--- src/skt_pkg.sv ---
// shared types and codes for the sorted key table
package skt_pkg;

    // operation codes carried from the front to the engine
    typedef enum logic [1:0] {
        OP_FIND   = 2'd0,
        OP_INSERT = 2'd1,
        OP_REMOVE = 2'd2,
        OP_READ   = 2'd3
    } t_op;

    // result status codes
    typedef enum logic [1:0] {
        ST_OK      = 2'd0,
        ST_MISSING = 2'd1,
        ST_FULL    = 2'd2,
        ST_BEYOND  = 2'd3
    } t_status;

    // encoding of the kind field on the input port
    localparam logic [1:0] KIND_FIND   = 2'd0;
    localparam logic [1:0] KIND_INSERT = 2'd1;
    localparam logic [1:0] KIND_REMOVE = 2'd2;
    localparam logic [1:0] KIND_READ   = 2'd3;

endpackage

--- src/skt_front.sv ---
// front end: takes input transfers, decodes the kind and queues commands
module skt_front #(
    parameter int KEY_WIDTH    = 32,
    parameter int HANDLE_WIDTH = 32,
    parameter int POS_WIDTH    = 11
) (
    input  logic                    i_clk,
    input  logic                    i_rst_n,
    input  logic                    i_valid,
    output logic                    o_stall,
    input  logic [1:0]              i_kind,
    input  logic [KEY_WIDTH-1:0]    i_key,
    input  logic [HANDLE_WIDTH-1:0] i_handle,
    input  logic [POS_WIDTH-1:0]    i_position,
    output logic                    o_cmd_valid,
    input  logic                    i_cmd_take,
    output skt_pkg::t_op            o_cmd_op,
    output logic [KEY_WIDTH-1:0]    o_cmd_key,
    output logic [HANDLE_WIDTH-1:0] o_cmd_handle,
    output logic [POS_WIDTH-1:0]    o_cmd_pos
);
    import skt_pkg::*;

    localparam int QD = 2;

    t_op                     r_q_op     [QD];
    logic [KEY_WIDTH-1:0]    r_q_key    [QD];
    logic [HANDLE_WIDTH-1:0] r_q_handle [QD];
    logic [POS_WIDTH-1:0]    r_q_pos    [QD];
    logic                    r_wr;
    logic                    r_rd;
    logic [1:0]              r_fill;
    logic                    push;
    logic                    pop;
    t_op                     dec_op;

    always_comb begin
        unique case (i_kind)
            KIND_FIND:   dec_op = OP_FIND;
            KIND_INSERT: dec_op = OP_INSERT;
            KIND_REMOVE: dec_op = OP_REMOVE;
            KIND_READ:   dec_op = OP_READ;
            default:     dec_op = OP_FIND;
        endcase
    end

    assign o_stall     = (r_fill == 2'(QD));
    assign push        = i_valid && !o_stall;
    assign o_cmd_valid = (r_fill != 2'd0);
    assign pop         = o_cmd_valid && i_cmd_take;

    assign o_cmd_op     = r_q_op[r_rd];
    assign o_cmd_key    = r_q_key[r_rd];
    assign o_cmd_handle = r_q_handle[r_rd];
    assign o_cmd_pos    = r_q_pos[r_rd];

    always_ff @(posedge i_clk) begin
        if (push) begin
            r_q_op[r_wr]     <= dec_op;
            r_q_key[r_wr]    <= i_key;
            r_q_handle[r_wr] <= i_handle;
            r_q_pos[r_wr]    <= i_position;
        end
        if (!i_rst_n) begin
            r_wr   <= 1'b0;
            r_rd   <= 1'b0;
            r_fill <= 2'd0;
        end else begin
            if (push) begin
                r_wr <= ~r_wr;
            end
            if (pop) begin
                r_rd <= ~r_rd;
            end
            if (push && !pop) begin
                r_fill <= r_fill + 2'd1;
            end else if (pop && !push) begin
                r_fill <= r_fill - 2'd1;
            end
        end
    end

endmodule

--- config.mk ---
export PLATFORM = sky130hd
export DESIGN_NAME = skt_front
export DESIGN_NICKNAME = d
export VERILOG_FILES = /design/src/skt_pkg.sv /design/src/skt_front.sv
export SDC_FILE = /design/constraint.sdc
export NUM_CORES = 1
export LEC_CHECK = 0
export ABC_CLOCK_PERIOD_IN_PS = 5000
export BUFFER_PORTS_ARGS = -buffer_cell sky130_fd_sc_hd__buf_2
export CAP_MARGIN = 25
export CORE_AREA = 2 2 90 157
export CTS_CLUSTER_DIAMETER = 80
export DETAILED_ROUTE_END_ITERATION = 12
export DIE_AREA = 0 0 92 159
export GPL_ROUTABILITY_DRIVEN = 0
export PLACE_DENSITY = 0.8
export REMOVE_ABC_BUFFERS = 1
export SYNTH_ARGS = -nofsm -noshare
export SYNTH_HDL_FRONTEND = slang
export SYNTH_SLANG_ARGS = --single-unit
--- constraint.sdc ---
create_clock -name i_clk -period 5 [get_ports i_clk]
set_input_delay 0.5 -clock i_clk [delete_from_list [all_inputs] [get_ports i_clk]]
set_output_delay 0.5 -clock i_clk [all_outputs]
set_load 0.03 [all_outputs]
Word level (Yosys, flattened, before mapping)
Memory sizes are Yosys's and may differ from the RTL's. A register that Yosys moved wholly into a read port is not among the register bits.
Index checks and enable logic that the tools add are counted.
- bits in registers: 4
- RAM bits: 154
- input bits: 81
- output and inout port bits: 79
- word-level logic and storage cells: 38
- memories: 4
- memories (memory ; words ; width ; read ports ; clocked after memory_dff ; wr ports ; line ; source):
    r_q_handle ; 2 ; 32 ; 1 ; 1 ; 1 ; skt_front.sv:28 ; logic [HANDLE_WIDTH-1:0] r_q_handle [QD];
    r_q_key ; 2 ; 32 ; 1 ; 1 ; 1 ; skt_front.sv:27 ; logic [KEY_WIDTH-1:0] r_q_key [QD];
    r_q_pos ; 2 ; 11 ; 1 ; 1 ; 1 ; skt_front.sv:29 ; logic [POS_WIDTH-1:0] r_q_pos [QD];
    r_q_op ; 2 ; 2 ; 1 ; 1 ; 1 ; skt_front.sv:26 ; t_op r_q_op [QD];
- $add $sub $neg: 2
- eq/ne operators: 4
- muxes and demuxes: 13
- bitwise logic cells: 2
- reduce and logical (&&, ||, !) cells: 10
- operators by type and width (kind ; number):
    $mux 1 ; 10
    $pmux 2 s4 ; 1
    $eq 2x2->1 const B ; 3
    $logic_and 1x1->1 ; 4
    $mux 2 ; 2
    $reduce_bool 2->1 ; 2
    $logic_not 1->1 ; 3
    $add 2x1->2 const B ; 1
    $eq 2x1->1 const B ; 1
    $logic_not 2->1 ; 1
    $not 1->1 ; 2
    $sub 2x1->2 const B ; 1

Longest topological paths before layout
- depth after elaboration: 7
- gate-level depth with buffers: 7
- mapped depth without buffers: 7

Worst setup path before layout
OpenSTA, ideal clock, no wires.
- kind: reg2reg
- start point: reg r_fill[0]
- end point: mem r_q_handle[0][0] (enable)
- setup time: 0.500 ns
- arrival time: 3.631 ns
- data required time: 4.500 ns
- path slack: 0.869 ns
- cell stages (with the launch flop): 4
- buffers on the path: 0
- period minus slack after synthesis: 4.131 ns
- path through: dfxtp_1 -> nand2b_1 -> inv_2 -> nor3_2
- word-level cells in the longest chain between the ends: 5
- ends and longest elaborated chain (what ; line ; source):
    from (decl) ; skt_front.sv:32 ; logic [1:0] r_fill;
    from (signal assigned) ; skt_front.sv:76 ; r_fill <= r_fill + 2'd1;
    from (signal assigned) ; skt_front.sv:78 ; r_fill <= r_fill - 2'd1;
    $eq 2x2->1 ; skt_front.sv:47 ; assign o_stall = (r_fill == 2'(QD));
    net o_stall ; skt_front.sv:10 ; output logic o_stall,
    $logic_not 1->1 ; skt_front.sv:48 ; assign push = i_valid && !o_stall;
    $logic_and 1x1->1 ; skt_front.sv:48 ;
    $mux 1 ; skt_front.sv:58 ; if (push) begin
    $mux 1 (implied by the code) ; skt_front.sv:61 ; r_q_handle[r_wr] <= i_handle;
    to (decl) ; skt_front.sv:28 ;
The timed path passes the listed nets, and every way through them passes these cells.

==> run metrics <==
highest clock rate=between 300 and 400 MHz; initial antenna violation count=2; cell area power density=567 nW/um2; first-pass GRT wire length=roughly 16 mm; Synthesis Warnings=0; Worst R2R Setup Slack=between 3 and 4 ns; Clock Skew=0.00387 ns; register area share after synthesis=between 70% and 80%; Post-CTS Setup Inserts=0; Synth Instances=267; slowest CP cell=dfxtp_4; critical path, cell by cell=buf_16 > mux2_2 > buf_2; Worst-Skew Late Latency=0.40 ns; H-tree Lvls=4; largest net degree at the start of global routing=between 70 and 80; drt wl/cell=about 17 um; post-detailed-placement half-perimeter wirelength=approximately 7.2 mm; Seq cells post-synth=about 160; main flop type after synthesis=edfxtp_1; number of nets in the layout=520; Die Span Y=~160 um; startpoint types=flop; share of the synthesized area in the top cell type=between 70% and 80%; CP Max Fanout=40; CTS max path bufs=2; CTS tree=built; Initial Util=between 40% and 50%; post-detailed-route count of antenna-violating nets=0; FFs w/ async S/R, synth=0%; DR vias=3023; Port-buffer cells=159; Synth-to-Final Area Change=27.2%; Post-synth EDFFs=between 150 and 200; vias per cell=4.83; worst path bufs/invs=2; DR iter-0 viols=between 100 and 150; Worst path max stage delay=0.74 ns; Rel. slew slack=58.9%; Hold-fix buffers, CTS=0; CTS resizes=0; Setup TNS Final=0 ns; Pre-Repair DR Iteration Count=4; Setup-failing EPs final=0; Clock transition at path regs=approximately 0.060 ns; clock tree root driver cell=clkbuf_16; fin crit period=between 2 and 3 ns; Least-Margin Pin Slew=a little over 0.6 ns; WL final=between 10 and 15 mm; fin crit share=between 50% and 60%; WP data required=4.50 ns; Arr. time, crit path=2.05 ns; Critical Path Sink Type=output port; RSZ-0062 raised after global routing=no; io pins=between 150 and 200; fillers=approximately 1000; Final Total Pwr=between 4 and 5 mW; Die Footprint=about 15000 um2; critical path class=flop to output port; Peak VDD IR=0.000421 V; max_cap viols=0; Avg Cell Area, Syn=22.2 um2; Core ar.=13300 um2; layout cell share with drive strength beyond 1=between 60% and 70%; final hold viol count=0; mapped cell area=5920 um2; Netlist cell types=24; number of global-route vias before repair=approximately 3300; GRT overflow=0; CTS Sinks=between 150 and 200; HP Class=primary input to flop; Area contributors post-synth=edfxtp_1 (78%), mux2_2 (8.9%), mux2_4 (7.6%); crit-path leading delay family=flip-flops; gr usage total=between 10% and 20%; total CTS buffers=17; drt drc=0; die boundary width=92 um; leading area contributor after synthesis=edfxtp_1; hold_ws=around 0.29 ns; site row count=between 50 and 60; max-slew violations=0; P_leak=between 2 and 3 nW; status=completed
cell usage after synthesis (2+ instances only):
cell type,n
mux2_2,47
edfxtp_1,154
buf_6,5
xnor2_1,2
mux2_4,30
buf_2,4
dfxtp_1,5
clkbuf_1,2
and2_1,3
worst register-to-register path, cell delays in order (launching register included):
cell      delay, ns
dfxtp_1        0.42
nand2b_1       0.19
and3_4         0.57
buf_12         0.31
power breakdown:
part,internal [mW],switching [mW],leakage [nW]
Combinational,0.487,0.770,1.11
Clock,0.777,0.463,0.279
Sequential,1.68,0.0978,1.48
Total,2.94,1.33,2.87
sequential cells by signal (all words and copies together), names as in the netlist, named ones only:
signal / flops
r_wr: 1
r_fill: 2
r_q_handle: 64
r_q_op: 4
r_q_pos: 22
r_rd: 1
r_q_key: 64
path summary, 6_finish.rpt:
check	start	end	depth (start not counted)
setup reg to reg	r_fill[0]	r_q_handle[1][16]	3
setup / recovery	flop	o_cmd_key[28]	3
hold reg to reg	r_fill[1]	r_fill[1]	2
hold / removal	i_key[18]	r_q_key[1][18]	1
area by class of cell:
cell class	instances	area [um2]	share of cell area [%]
inverter	2	7.51	0.0996
sequential	159	4730	62.8
multi-input combinational	95	1120	14.9
clock buffer	19	433	5.75
tap	174	218	2.89
clock inverter	12	145	1.93
antenna	2	5.00	0.0664
timing repair buffer	163	878	11.7
kinds of logic (layout without fill, tap and decap cells):
| family | count (synthesis) | count (layout) | synth area share (%) |
|---|---|---|---|
| and+or+nand+nor | 9 | 9 | 0.972 |
| xor gates and xnor gates | 3 | 3 | 0.444 |
| adders and majority gates | 1 | 1 | 0.211 |
| buffers and inverters | 13 | 196 | 1.54 |
| muxes | 77 | 77 | 16.5 |
| other | 0 | 2 | 0 |
| DFF | 159 | 159 | 79.7 |
| AOI/OAI and AO/OA | 5 | 5 | 0.549 |
layer usage:
layer	part of all wire (%)	global-route usage [%]	vias to the layer above
met2	59	28.5	100
met5	0	0	-
met4	3.8	9.16	0
met1	33	13.7	1497
li1	-	-	1400
met3	4.1	3.93	26
stage by stage:
stage                     util [%]  setup slack [ns]  instance area [um2]  cells
final                         56.6              2.45                 7530    626
after global routing          56.6              2.34                 7530    626
after CTS                     56.3              2.38                 7490    622
after detailed placement      52.0              2.69                 6920    591
after global placement        51.7              2.71                 6890    590
after floorplan                  -             0.869                 5840    256
cell usage in the layout (no fill, tap or decap), drive strengths merged:
cell type,instances
a21boi,2
and2,3
and3,1
buf,163
bufinv,3
clkbuf,19
clkinv,8
clkinvlp,1
dfxtp,5
diode,2
edfxtp,154
ha,1
inv,2
mux2,77
nand2b,1
nor2,1
nor3,1
o21a,1
o21ai,2
or2,1
or3,1
xnor2,2
xor2,1
(Power assumes the default switching activity.)
